--- config.mk ---
export PLATFORM = sky130hd
export DESIGN_NAME = rate_monotonic_tick_scheduler_unit
export DESIGN_NICKNAME = d
export VERILOG_FILES = /design/src/sv/rmts_pkg.sv /design/src/sv/rate_monotonic_tick_scheduler_unit.sv
export SDC_FILE = /design/constraint.sdc
export NUM_CORES = 1
export LEC_CHECK = 0
export BUFFER_PORTS_ARGS = -buffer_cell sky130_fd_sc_hd__buf_2
export CORE_MARGIN = 4
export CORE_UTILIZATION = 60
export CTS_CLUSTER_SIZE = 10
export DETAILED_ROUTE_END_ITERATION = 10
export GPL_TIMING_DRIVEN = 0
export PLACE_DENSITY = 0.76
export SETUP_SLACK_MARGIN = 0.1
export SLEW_MARGIN = 10
export SYNTH_ARGS = -nofsm -noshare
export SYNTH_HDL_FRONTEND = slang
export SYNTH_SLANG_ARGS = --single-unit
--- constraint.sdc ---
create_clock -name clk_i -period 15.7 [get_ports clk_i]
set_clock_uncertainty 0.05 [all_clocks]
set_input_delay 2.355 -clock clk_i [delete_from_list [all_inputs] [get_ports clk_i]]
set_output_delay 2.355 -clock clk_i [all_outputs]
set_load 0.1 [all_outputs]
--- src/sv/rmts_pkg.sv ---
`timescale 1ns / 1ps
// ----------------------------------------------------------------------------
// rmts_pkg
// Shared constants and register codes for the rate-monotonic tick scheduler.
// ----------------------------------------------------------------------------
package rmts_pkg;

  localparam int unsigned NumTasksDef  = 4;
  localparam int unsigned TimeWidthDef = 16;
  localparam int unsigned TaskSlots    = 4;
  localparam int unsigned RegW         = 16;
  localparam int unsigned SlotW        = 16;
  localparam int unsigned CfgIdxW      = 3;
  localparam int unsigned TaskIdxW     = 2;

  typedef enum logic [CfgIdxW-1:0] {
    CfgPeriod0 = 3'd0,
    CfgPeriod1 = 3'd1,
    CfgPeriod2 = 3'd2,
    CfgPeriod3 = 3'd3,
    CfgExec0   = 3'd4,
    CfgExec1   = 3'd5,
    CfgExec2   = 3'd6,
    CfgExec3   = 3'd7
  } cfg_idx_e;

endpackage

--- src/sv/rate_monotonic_tick_scheduler_unit.sv ---
`timescale 1ns / 1ps
// ----------------------------------------------------------------------------
// rate_monotonic_tick_scheduler_unit
// Four-task rate-monotonic scheduler, one scheduling decision per request.
// ----------------------------------------------------------------------------
//  channel | handshake                       | payload
//  --------+---------------------------------+---------------------------------
//  in      | in_valid_i / in_stall_o         | restart_i
//  out     | out_valid_o / out_stall_i       | time_slot_o, running_task_o,
//          |                                 | slot_idle_o, task_finished_o
//  cfg     | cfg_we_i                        | cfg_idx_i, cfg_data_i
//
//  one request per cycle while in_stall_o is low; its result is captured in the output register
//  the decision is one priority compare over the task periods plus counter updates
//  a new request is taken while the output register is empty or being drained
//  in_stall_o follows out_stall_i whenever a result is held
//  reset loads periods and exec times of 1, all tasks ready, remaining counts at 1, slot and phase counters at zero
// ----------------------------------------------------------------------------
module rate_monotonic_tick_scheduler_unit #(
  parameter int unsigned NUM_TASKS  = rmts_pkg::NumTasksDef,
  parameter int unsigned TIME_WIDTH = rmts_pkg::TimeWidthDef
) (
  input  logic                         clk_i,
  input  logic                         rst_ni,
  input  logic                         cfg_we_i,
  input  logic [rmts_pkg::CfgIdxW-1:0] cfg_idx_i,
  input  logic [rmts_pkg::RegW-1:0]    cfg_data_i,
  input  logic                         in_valid_i,
  output logic                         in_stall_o,
  input  logic                         restart_i,
  output logic                         out_valid_o,
  input  logic                         out_stall_i,
  output logic [rmts_pkg::SlotW-1:0]   time_slot_o,
  output logic [rmts_pkg::TaskIdxW-1:0] running_task_o,
  output logic                         slot_idle_o,
  output logic                         task_finished_o
);
  import rmts_pkg::*;

  localparam int unsigned CmpW = (TIME_WIDTH > RegW) ? TIME_WIDTH : RegW;

  logic [RegW-1:0]       period_q [TaskSlots];
  logic [RegW-1:0]       exec_q   [TaskSlots];

  logic [TIME_WIDTH-1:0] slot_q, slot_d;
  logic [NUM_TASKS-1:0]  ready_q, ready_d;
  logic [TIME_WIDTH-1:0] rem_q   [NUM_TASKS];
  logic [TIME_WIDTH-1:0] rem_d   [NUM_TASKS];
  logic [TIME_WIDTH-1:0] phase_q [NUM_TASKS];
  logic [TIME_WIDTH-1:0] phase_d [NUM_TASKS];

  logic                  out_valid_q;
  logic [SlotW-1:0]      time_slot_q, time_slot_d;
  logic [TaskIdxW-1:0]   task_q, task_d;
  logic                  idle_q, idle_d;
  logic                  fin_q, fin_d;

  logic                  accept;

  assign in_stall_o = out_valid_q & out_stall_i;
  assign accept     = in_valid_i & ~in_stall_o;

  // configuration registers
  always_ff @(posedge clk_i or negedge rst_ni) begin
    if (!rst_ni) begin
      for (int t = 0; t < TaskSlots; t++) begin
        period_q[t] <= RegW'(1);
        exec_q[t]   <= RegW'(1);
      end
    end else if (cfg_we_i) begin
      unique case (cfg_idx_e'(cfg_idx_i))
        CfgPeriod0: period_q[0] <= cfg_data_i;
        CfgPeriod1: period_q[1] <= cfg_data_i;
        CfgPeriod2: period_q[2] <= cfg_data_i;
        CfgPeriod3: period_q[3] <= cfg_data_i;
        CfgExec0:   exec_q[0]   <= cfg_data_i;
        CfgExec1:   exec_q[1]   <= cfg_data_i;
        CfgExec2:   exec_q[2]   <= cfg_data_i;
        CfgExec3:   exec_q[3]   <= cfg_data_i;
        default:    ;
      endcase
    end
  end

  // one slot of scheduling
  always_comb begin
    logic [NUM_TASKS-1:0]  rdy;
    logic [TIME_WIDTH-1:0] rem_eff;
    logic [TIME_WIDTH-1:0] rem_dec;
    logic [TIME_WIDTH-1:0] ph_eff;
    logic [TIME_WIDTH-1:0] ph_inc;
    logic [TIME_WIDTH-1:0] exec_tw;
    logic [TIME_WIDTH-1:0] slot_eff;
    logic [CmpW-1:0]       slot_ext;
    logic                  found;
    logic [TaskIdxW-1:0]   win;

    found    = 1'b0;
    win      = '0;
    fin_d    = 1'b0;
    slot_eff = restart_i ? '0 : slot_q;

    for (int t = 0; t < NUM_TASKS; t++) begin
      rdy[t] = restart_i | ready_q[t] | (phase_q[t] == '0);
    end

    for (int t = 0; t < NUM_TASKS; t++) begin
      if (rdy[t] && (!found || (period_q[t] < period_q[win]))) begin
        found = 1'b1;
        win   = TaskIdxW'(t);
      end
    end

    for (int t = 0; t < NUM_TASKS; t++) begin
      exec_tw  = TIME_WIDTH'(CmpW'(exec_q[t]));
      rem_eff  = restart_i ? exec_tw : rem_q[t];
      rem_dec  = rem_eff - TIME_WIDTH'(1);
      ready_d[t] = rdy[t];
      rem_d[t]   = rem_eff;
      if (found && (win == TaskIdxW'(t)) && (rem_eff != '0)) begin
        if (rem_dec == '0) begin
          ready_d[t] = 1'b0;
          rem_d[t]   = exec_tw;
          fin_d      = 1'b1;
        end else begin
          rem_d[t] = rem_dec;
        end
      end

      ph_eff = restart_i ? '0 : phase_q[t];
      ph_inc = ph_eff + TIME_WIDTH'(1);
      if (CmpW'(ph_inc) >= CmpW'(period_q[t])) begin
        phase_d[t] = '0;
      end else begin
        phase_d[t] = ph_inc;
      end
    end

    slot_d      = slot_eff + TIME_WIDTH'(1);
    slot_ext    = CmpW'(slot_eff);
    time_slot_d = slot_ext[SlotW-1:0];
    task_d      = win;
    idle_d      = ~found;
  end

  // schedule state and result register
  always_ff @(posedge clk_i or negedge rst_ni) begin
    if (!rst_ni) begin
      slot_q      <= '0;
      ready_q     <= '1;
      out_valid_q <= 1'b0;
      for (int t = 0; t < NUM_TASKS; t++) begin
        rem_q[t]   <= TIME_WIDTH'(1);
        phase_q[t] <= '0;
      end
    end else begin
      if (accept) begin
        slot_q  <= slot_d;
        ready_q <= ready_d;
        for (int t = 0; t < NUM_TASKS; t++) begin
          rem_q[t]   <= rem_d[t];
          phase_q[t] <= phase_d[t];
        end
        out_valid_q <= 1'b1;
      end else if (!out_stall_i) begin
        out_valid_q <= 1'b0;
      end
    end
  end

  always_ff @(posedge clk_i) begin
    if (accept) begin
      time_slot_q <= time_slot_d;
      task_q      <= task_d;
      idle_q      <= idle_d;
      fin_q       <= fin_d;
    end
  end

  assign out_valid_o     = out_valid_q;
  assign time_slot_o     = time_slot_q;
  assign running_task_o  = task_q;
  assign slot_idle_o     = idle_q;
  assign task_finished_o = fin_q;

endmodule

### Yosys cells after proc, flatten, opt, wreduce, memory -nomap -nowiden

Cells that the tools add are included.

* logic and storage cells: 157
* output and inout bits: 22
* register bits: 297
* input port bits: 25

* add/sub/neg operators: 9
* bitwise gates (word level): 14
* equal/unequal tests: 11
* order comparisons: 9
* reductions and logical operators: 39
* multiplexer cells: 52

Operator list (number)
* 16-bit two-way mux: 25
* 16-bit logical NOT: 8
* 16-bit by 1-bit adder with 16-bit output, second input constant: 5
* 16-bit binary-select mux with 2-bit select: 2
* 16-bit >= comparator: 4
* 16-bit nonzero test: 4
* 16-bit by 1-bit subtractor with 16-bit output, second input constant: 4
* 16-bit less-than comparator: 3
* 1-bit two-way mux: 23
* 2-bit AND reduction: 8
* 3-bit equality test, second input constant: 4
* 1-bit logical AND: 11
* 1-bit bitwise OR: 8
* 3-bit by 2-bit equality test with 1-bit output, second input constant: 2
* 3-bit >= comparator, second input constant: 2
* 2-bit inverter with 3-bit output: 2
* 2-bit equality test, second input constant: 2
* 2-bit two-way mux: 2
* 3-bit by 1-bit equality test with 1-bit output, second input constant: 1
* 1-bit logical NOT: 3
* 3-bit logical NOT: 1
* 1-bit logical OR: 3
* 1-bit bitwise AND: 2
* 2-bit by 1-bit equality test with 1-bit output, second input constant: 1
* 3 further kinds: 4

### Depth between registers and ports, before layout

Gate-level depths: netlist of the first run.

* depth in word-level cells: 33
* mapped depth: 32

### Least setup slack after synthesis of the first run

No wires, ideal clock.

* path kind: input-to-reg
* start: input restart_i
* end: register fin_q (netlist: task_finished_o), data pin
* arrival time: 7923 ps
* setup slack: 7464 ps
* cell stages on the path: 31
* buffers on the path: 7
* library setup time: 263 ps
* path through: buf_2 -> buf_6 -> buf_6 -> nor2_1 -> o41a_1 -> a21oi_1 -> a31oi_1 -> clkbuf_1 -> nor2_1 -> a21oi_1 -> ha_1 -> a21o_1 -> a211oi_1 -> o21ai_0 -> a221o_1 -> a21oi_1 -> nand2_1 -> clkbuf_1 -> nand2_1 -> o21ai_0 -> ha_1 -> a211oi_1 -> o21ai_0 -> a211oi_1 -> nor2_1 -> o31a_1 -> nand4_1 -> clkbuf_1 -> buf_2 -> nor2_1 -> a2111o_1

* longest elaborated chain between the ends: 33

Ends and longest elaborated chain
* from (decl): line rate_monotonic_tick_scheduler_unit.sv:30 `input logic restart_i,`
* 1-bit bitwise OR (2 in series): line rate_monotonic_tick_scheduler_unit.sv:104 `rdy[t] = restart_i | ready_q[t] | (phase_q[t] == '0);`
* 1-bit two-way mux: line rate_monotonic_tick_scheduler_unit.sv:108 `if (rdy[t] && (!found || (period_q[t] < period_q[win]))) begin`
* 1-bit logical NOT: line rate_monotonic_tick_scheduler_unit.sv:108
* 1-bit logical OR: line rate_monotonic_tick_scheduler_unit.sv:108
* 1-bit logical AND: line rate_monotonic_tick_scheduler_unit.sv:108
* 1-bit two-way mux: line rate_monotonic_tick_scheduler_unit.sv:108
* 2-bit inverter with 3-bit output (implied by the code): line rate_monotonic_tick_scheduler_unit.sv:108
* 16-bit binary-select mux with 2-bit select: line rate_monotonic_tick_scheduler_unit.sv:108
* (+17 left out)
* 1-bit two-way mux: line rate_monotonic_tick_scheduler_unit.sv:120 `if (found && (win == TaskIdxW'(t)) && (rem_eff != '0)) begin`
* 1-bit two-way mux: line rate_monotonic_tick_scheduler_unit.sv:121 `if (rem_dec == '0) begin`
* 1-bit two-way mux: line rate_monotonic_tick_scheduler_unit.sv:120
* 1-bit two-way mux: line rate_monotonic_tick_scheduler_unit.sv:121
* 1-bit two-way mux: line rate_monotonic_tick_scheduler_unit.sv:120
* 1-bit two-way mux: line rate_monotonic_tick_scheduler_unit.sv:121
* 1-bit two-way mux (*): line rate_monotonic_tick_scheduler_unit.sv:120
* named net fin_d: line rate_monotonic_tick_scheduler_unit.sv:56 `logic fin_q, fin_d;`
* to (signal assigned): line rate_monotonic_tick_scheduler_unit.sv:176 `fin_q <= fin_d;`
* to (decl): line rate_monotonic_tick_scheduler_unit.sv:56

The timed path passes the listed nets; every way through them passes the cells marked *. The select of a mux whose other input is x is not followed.
A chain may end at the register's enable or synchronous reset.

### Worst setup path after layout of the first run

Same ends and word-level chain as after synthesis.

==> flow_summary.ini, run 1 <==
[run_status]
outcome = finished, final reports clean

[pwr]
power_density_nw_per_um2 = 145.5
power_frac_clock = 0.261
p_leak_uw = 0.009522
pwr-share-comb = 0.394
p_sw_frac = 0.4058
ir_drop_mv = 0.08507
switchingPower_uw = 1282
internal_power_uw = 1877
power.share.sequential = 0.345

[worst_setup_path]
worstPathMaxFanout = 10
r2r_slack_ns = 6.63
arrival_ns = 11.74
start_kind = primary input
crit_top_cell = buf_2
criticalPathCategory = primary input to flip-flop
cp_slowest_stage_delay_ns = 0.96
required_ns = 15.92
cp_slowest_cell = a222oi_1
rr_worst_depth = 27
path_cells = buf_2 -> buf_2 -> buf_6 -> buf_2 -> buf_4 -> buf_2 -> buf_2 -> buf_1 -> clkbuf_1 -> clkbuf_1 -> mux2i_1 -> ha_1 -> or4b_1 -> a222oi_1 -> nand3_1 -> or2_1 -> o21ai_1 -> nor2_1 -> nand4_1 -> buf_2 -> nor2_1 -> a2111o_1
rr_startpoint = phase_q[59]
worstSetupEndpointType = flip-flop
crit_family = buffers and inverters
regToRegEndpoint = task_finished_o
crit_buf_inv = 11

[synthesis]
netlist_area_sq_um = 19710
synthFlopType = dfrtp_1
yosysTopAreaCellShare = 0.3314
ys_types = 93
synth_edf_count = 20
syn_area_per_cell_sq_um = 9.149
synth_top_area_cell = dfrtp_1
synth.net_count = 2301
synth_area_leaders = dfrtp_1 33%, ha_1 7.7%, mux2_2 5.1%
yosys_warnings = 0
syn_inst = 2154
yosysSeqAreaShare = 0.3832
synthArstFlopShare = 0.9327
ys_ff_latch = 297

[cts]
clk_pin_slew_ns = 0.06
cts_hold_buf = 0
cts_resized = 0
cts_tree = built
cts_buffers = 37
clock_path_buffers = 3
insertion_delay_ns = 0.53
post_cts_buffers = 0
cts.sinks = 297
cts_root_buffer = clkbuf_16
htreeDepth = 2

[floorplanning]
io_pins = 47
die_h_um = 189.2
coreArea_sq_um = 32450
fp.dieW_um = 189.2
die_area_sq_um = 35810
initial_core_util = 0.6072
placementRows = 66

[placement]
dpl_cell_area_sq_um = 20550
placed_cells = 2641
gp_congestion = 1.002
place_ws_ns = 4.130
dp_hpwl_um = 46130
port_buffers = 42

[route]
first_pass_iters = 7
drt-initial-drc-count = 2786
drcViolationCount = 0
ant_nets = 0
drt-wirelength-per-cell_um = 24.48
drt-total-wl_um = 66310
vias = 18300
routed_via_density = 6.756

[final_layout]
final_common_cell = dfrtp_1
nFillCells = 2556
instances_no_fill = 2709
final_cell_mix = 261 x dfrtp_1, 218 x nand2_1, 140 x o21ai_0, 131 x nor2_1, 130 x a21oi_1
num-nets-final = 2385
drive_above_1_share = 0.1056
final_area_sq_um = 21710
area_growth_pct = 10.18

[sta]
min_period_ns = 11.52
slew_headroom = 0.06625
maxClockFrequency_ghz = 0.08677
period_share = 0.7341
setup_viol = 0
report.final.slew_viol_count = 0
rsz0062_at_grt = false
tns_ns = 0
tightest_slew_ns = 1.394
finalHoldViolCount = 0
worst_slack_ns = 4.175

[hold_path]
min_to = rem_q[31]
hold_depth = 1
hp-start = rem_q[31]
worstHoldPathType = flip-flop to flip-flop

[global_routing]
grt_max_degree = 110
grt-ovfl-total = 0
grt_pass1_vias = 17430
grt_pass1_wl_um = 101100
track_usage = 0.3632
antenna_found_initial = 6

[job]
drv_cap = 0
[metal layers]
metal  track usage  up-vias  part of all wire
li1              -     8088                 -
met1        0.5065     8688              0.40
met2        0.5242     1265              0.41
met3       0.09661      258              0.13
met4        0.1842        4             0.059
met5             0        -           0.00038
[final cells by class]
type	instances	area, sq um	area share
multi-input cells	1661	11360	0.5233
repair buffers	45	282.8	0.01302
well taps	442	553.0	0.02547
flip-flops and latches	297	7552	0.3478
clock inverters	3	43.79	0.002017
diodes	3	7.507	0.0003458
clock buffers	62	1112	0.05123
plain buffers	107	464.2	0.02138
inverters	89	334.1	0.01539
[through the flow]
stage,util,power (uW),hold WS (ns)
after detailed placement,0.6332,2293,0.4152
after global placement,0.6307,2239,0.4083
after CTS,0.6688,3119,0.4278
after global routing,0.6689,3320,0.4485
after floorplan,-,1922,0.3990
final,0.6690,3159,0.4268
[power by group through the flow]
| stage | clock network [uW] | registers, uW | logic [uW] |
|---|---|---|---|
| 3_3_place_gp | 0 | 1080 | 1150 |
| 4_1_cts | 830 | 1080 | 1210 |
| 3_5_place_dp | 0 | 1090 | 1200 |
| 5_1_grt | 860 | 1110 | 1350 |
| 2_1_floorplan | 0 | 1080 | 845 |
| 6_report | 824 | 1090 | 1250 |
[synthesized netlist by cell type (all sizes together) (7+ instances only)]
cell type and number:
mux2 92, a22o 65, a21o 49, a21oi 130
nand2b 20, a31oi 15, or3 27, edfxtp 20
nor2b 43, a211oi 20, a22oi 7, nand3 53
o211ai 14, or4 7, mux2i 53, o31ai 11
o21ai 177, dfrtp 261, dfstp 16, o2111ai 7
inv 88, nor3 63, xnor2 44, a221o 7
nand4 22, nand2 218, ha 122, and3 30
o22ai 12, o22a 7, buf 29, nor2 131
a221oi 8, and2 11, and4 8, clkbuf 78
nor4 27, xor2 43, nor3b 24
[worst register-to-register path: stages (launching register included)]
cell      delay [ns]
dfrtp_1         0.42
nor4_1          0.38
a41oi_1         0.50
and2_1          0.35
a31oi_1         1.00
clkbuf_1        0.50
a21oi_1         0.24
ha_1            0.34
and4_1          0.19
nand4_1         0.14
nor3_1          0.28
o221ai_1        0.16
a221o_1         0.36
nand2_1         0.33
clkbuf_1        0.42
nand2_1         0.09
o21ai_0         0.11
ha_1            0.29
a211oi_1        0.20
o21ai_0         0.18
a211oi_1        0.24
nor2_1          0.12
o31a_1          0.39
nand4_1         0.16
clkbuf_1        0.48
buf_2           0.36
nor2_1          0.16
a2111o_1        0.38
[registers in the layout (all words and copies together) (netlist names)]
name and cells:
out_valid_o 1, slot_q 16, rem_q 64, task_finished_o 1
exec_q 64, period_q 64, phase_q 64, ready_q 4
running_task_o 2, time_slot_o 16, slot_idle_o 1
[worst max-delay path by stage]
stage                 endpoint  startpoint  cells past startpoint
2_1_floorplan  task_finished_o   restart_i                     31
3_3_place_gp   task_finished_o   restart_i                     22
3_5_place_dp   task_finished_o   restart_i                     22
4_1_cts        task_finished_o   restart_i                     22
5_1_grt        task_finished_o   restart_i                     22
6_report       task_finished_o   restart_i                     22
[logic make-up (layout without fill, tap and decap cells)]
group	Yosys count	count (layout)	synth area share
flops	297	297	0.3832
buf+inv	196	306	0.04044
fa+ha+maj	122	122	0.07746
compound gates	595	595	0.1975
simple gates	712	712	0.1830
mux	145	145	0.07968
other cells	0	3	0
xor+xnor	87	87	0.03867
No activity file was read; power rests on OpenSTA's default activity.
==> run 2, diff against run 1 <==
--- a/config.mk
+++ b/config.mk
@@ -7,11 +7,11 @@
 export LEC_CHECK = 0
 export BUFFER_PORTS_ARGS = -buffer_cell sky130_fd_sc_hd__buf_2
 export CORE_MARGIN = 4
-export CORE_UTILIZATION = 60
+export CORE_UTILIZATION = 58
 export CTS_CLUSTER_SIZE = 10
 export DETAILED_ROUTE_END_ITERATION = 10
 export GPL_TIMING_DRIVEN = 0
-export PLACE_DENSITY = 0.76
+export PLACE_DENSITY = 0.77
 export SETUP_SLACK_MARGIN = 0.1
 export SLEW_MARGIN = 10
 export SYNTH_ARGS = -nofsm -noshare
==> constraint.sdc (replaced) <==
create_clock -name clk_i -period 9.56 [get_ports clk_i]
set_clock_uncertainty 0.05 [all_clocks]
set_input_delay 1.434 -clock clk_i [delete_from_list [all_inputs] [get_ports clk_i]]
set_output_delay 1.434 -clock clk_i [all_outputs]
set_load 0.1 [all_outputs]
==> flow_summary.ini, run 2 (same netlist as run 1, synthesis figures left out) <==
[final_layout]
nFillCells = 2778
drive_above_1_share = 0.1070
final_common_cell = dfrtp_1
final_cell_mix = 261 x dfrtp_1, 218 x nand2_1, 140 x o21ai_0, 131 x nor2_1, 129 x a21oi_1
post-route-util = 0.6468
num-nets-final = 2383
area_growth_pct = 10.06
instances_no_fill = 2711

[sta]
rsz0062_at_grt = false
slew_headroom = 0.1364
tightest_slew_ns = 1.295
report.final.slew_viol_count = 0
min_period_ns = 9.230
tns_ns = 0
period_share = 0.9655
setup_viol = 0
finalHoldViolCount = 0
worst_slack_ns = 0.3299
maxClockFrequency_ghz = 0.1083

[hold_path]
worstHoldPathType = flip-flop to flip-flop

[placement]
placed_cells = 2647
place_ws_ns = -1.407
port_buffers = 42
gp_congestion = 0.9868
dp_hpwl_um = 47510

[cts]
cts_buffers = 37
clock_path_buffers = 3
htreeDepth = 2
insertion_delay_ns = 0.54
post_cts_buffers = 0
cts.sinks = 297
cts_tree = built
clk_pin_slew_ns = 0.05
cts_root_buffer = clkbuf_16

[floorplanning]
io_pins = 47
fp.dieW_um = 192.3
die_h_um = 192.3
initial_core_util = 0.5877
coreArea_sq_um = 33530
die_area_sq_um = 36990
placementRows = 67

[pwr]
power_density_nw_per_um2 = 237.6
ir_drop_mv = 0.1721
p_leak_uw = 0.009510

[worst_setup_path]
worstSetupEndpointType = flip-flop
r2r_slack_ns = 0.96
required_ns = 9.76
rr_startpoint = phase_q[41]
criticalPathCategory = primary input to flip-flop
cp-endpoint = task_finished_o
arrival_ns = 9.43
regToRegEndpoint = task_finished_o
start_kind = primary input
rr_worst_depth = 28
worstPathMaxFanout = 28
critPathLaunch = restart_i

[route]
drt-wirelength-per-cell_um = 24.88
first_pass_iters = 5
drt-initial-drc-count = 2167
routed_via_density = 6.713
ant_nets = 0
drcViolationCount = 0
vias = 18200
drt-total-wl_um = 67440

[global_routing]
track_usage = 0.3627
grt-ovfl-total = 0
antenna_found_initial = 5
grt_pass1_wl_um = 102800
grt_max_degree = 107
grt_pass1_vias = 17490

[run_status]
outcome = finished, final reports clean

[job]
drv_cap = 0
[run 2: changes by cell type in the layout (fill, tap and decap cells not counted), moves of 2 or more]
cell | before | now
buf_1 | 6 | 4
clkbuf_8 | 5 | 3
clkbuf_1 | 95 | 92
clkinv_2 | 1 | 3
clkbuf_2 | 1 | 3
[run 2: layout make-up]
cell class / count / area (sq um) / share of cell area
plain buffers: 105 / 465.4 / 0.02146
multi-input cells: 1661 / 11380 / 0.5247
clock buffers: 60 / 1085 / 0.05001
clock inverters: 4 / 23.77 / 0.001096
flip-flops and latches: 297 / 7552 / 0.3482
inverters: 89 / 334.1 / 0.01540
well taps: 448 / 560.5 / 0.02584
diodes: 2 / 5.005 / 0.0002307
repair buffers: 45 / 282.8 / 0.01304
[run 2: metrics by stage]
step / hold slack (ns) / power, uW / instance area, sq um
floorplan: 0.3990 / 3157 / 19710
global placement: 0.4072 / 3696 / 20480
detailed placement: 0.4160 / 3770 / 20560
CTS: 0.4243 / 5099 / 21660
global route: 0.4467 / 5436 / 21690
finish: 0.4275 / 5153 / 21690
[run 2: worst max-delay path, stage by stage]
cell      delay [ns]
buf_2           0.09
buf_2           0.26
buf_6           0.23
buf_2           0.39
buf_4           0.34
buf_2           0.39
buf_2           0.84
clkbuf_1        0.79
mux2i_1         0.40
ha_1            0.40
or4b_1          0.52
a222oi_1        0.90
nand3_1         0.44
or2_1           0.40
o21ai_1         0.15
nor2_1          0.07
nand4_1         0.36
buf_2           0.37
nor2_1          0.17
a2111o_1        0.45
[run 2: how the worst min path moves through the flow]
stage	startpoint	endpoint	slack [ns]	cells past startpoint
after floorplan	ready_q[0]	ready_q[0]	0.40	2
after global placement	rem_q[45]	rem_q[45]	0.41	1
after detailed placement	rem_q[39]	rem_q[39]	0.42	1
after CTS	ready_q[3]	ready_q[3]	0.42	2
after global routing	ready_q[0]	ready_q[0]	0.45	2
final	rem_q[31]	rem_q[31]	0.43	1
[run 2: routing by layer]
| layer | GRT usage | wire (um) | up-vias | part of all wire |
|---|---|---|---|---|
| li1 | - | - | 8092 | - |
| met1 | 0.4989 | 27570 | 8845 | 0.41 |
| met2 | 0.5382 | 29070 | 1041 | 0.43 |
| met3 | 0.08683 | 7192 | 214 | 0.11 |
| met4 | 0.1794 | 3567 | 6 | 0.053 |
| met5 | 0 | 46 | - | 0.00068 |
[run 2: timing repair]
action | CTS | global route
endpoints found under the setup margin | 48 | 60
gates cloned | 0 | 0
resized for setup | 0 | 8
hold buffers | 0 | 0
[run 2: where the power goes]
part | internal [uW] | switching [uW] | leakage [uW]
Clock | 773 | 550 | 0.000540
Sequential | 1530 | 257 | 0.00365
Combinational | 736 | 1300 | 0.00533
Total | 3040 | 2110 | 0.00951
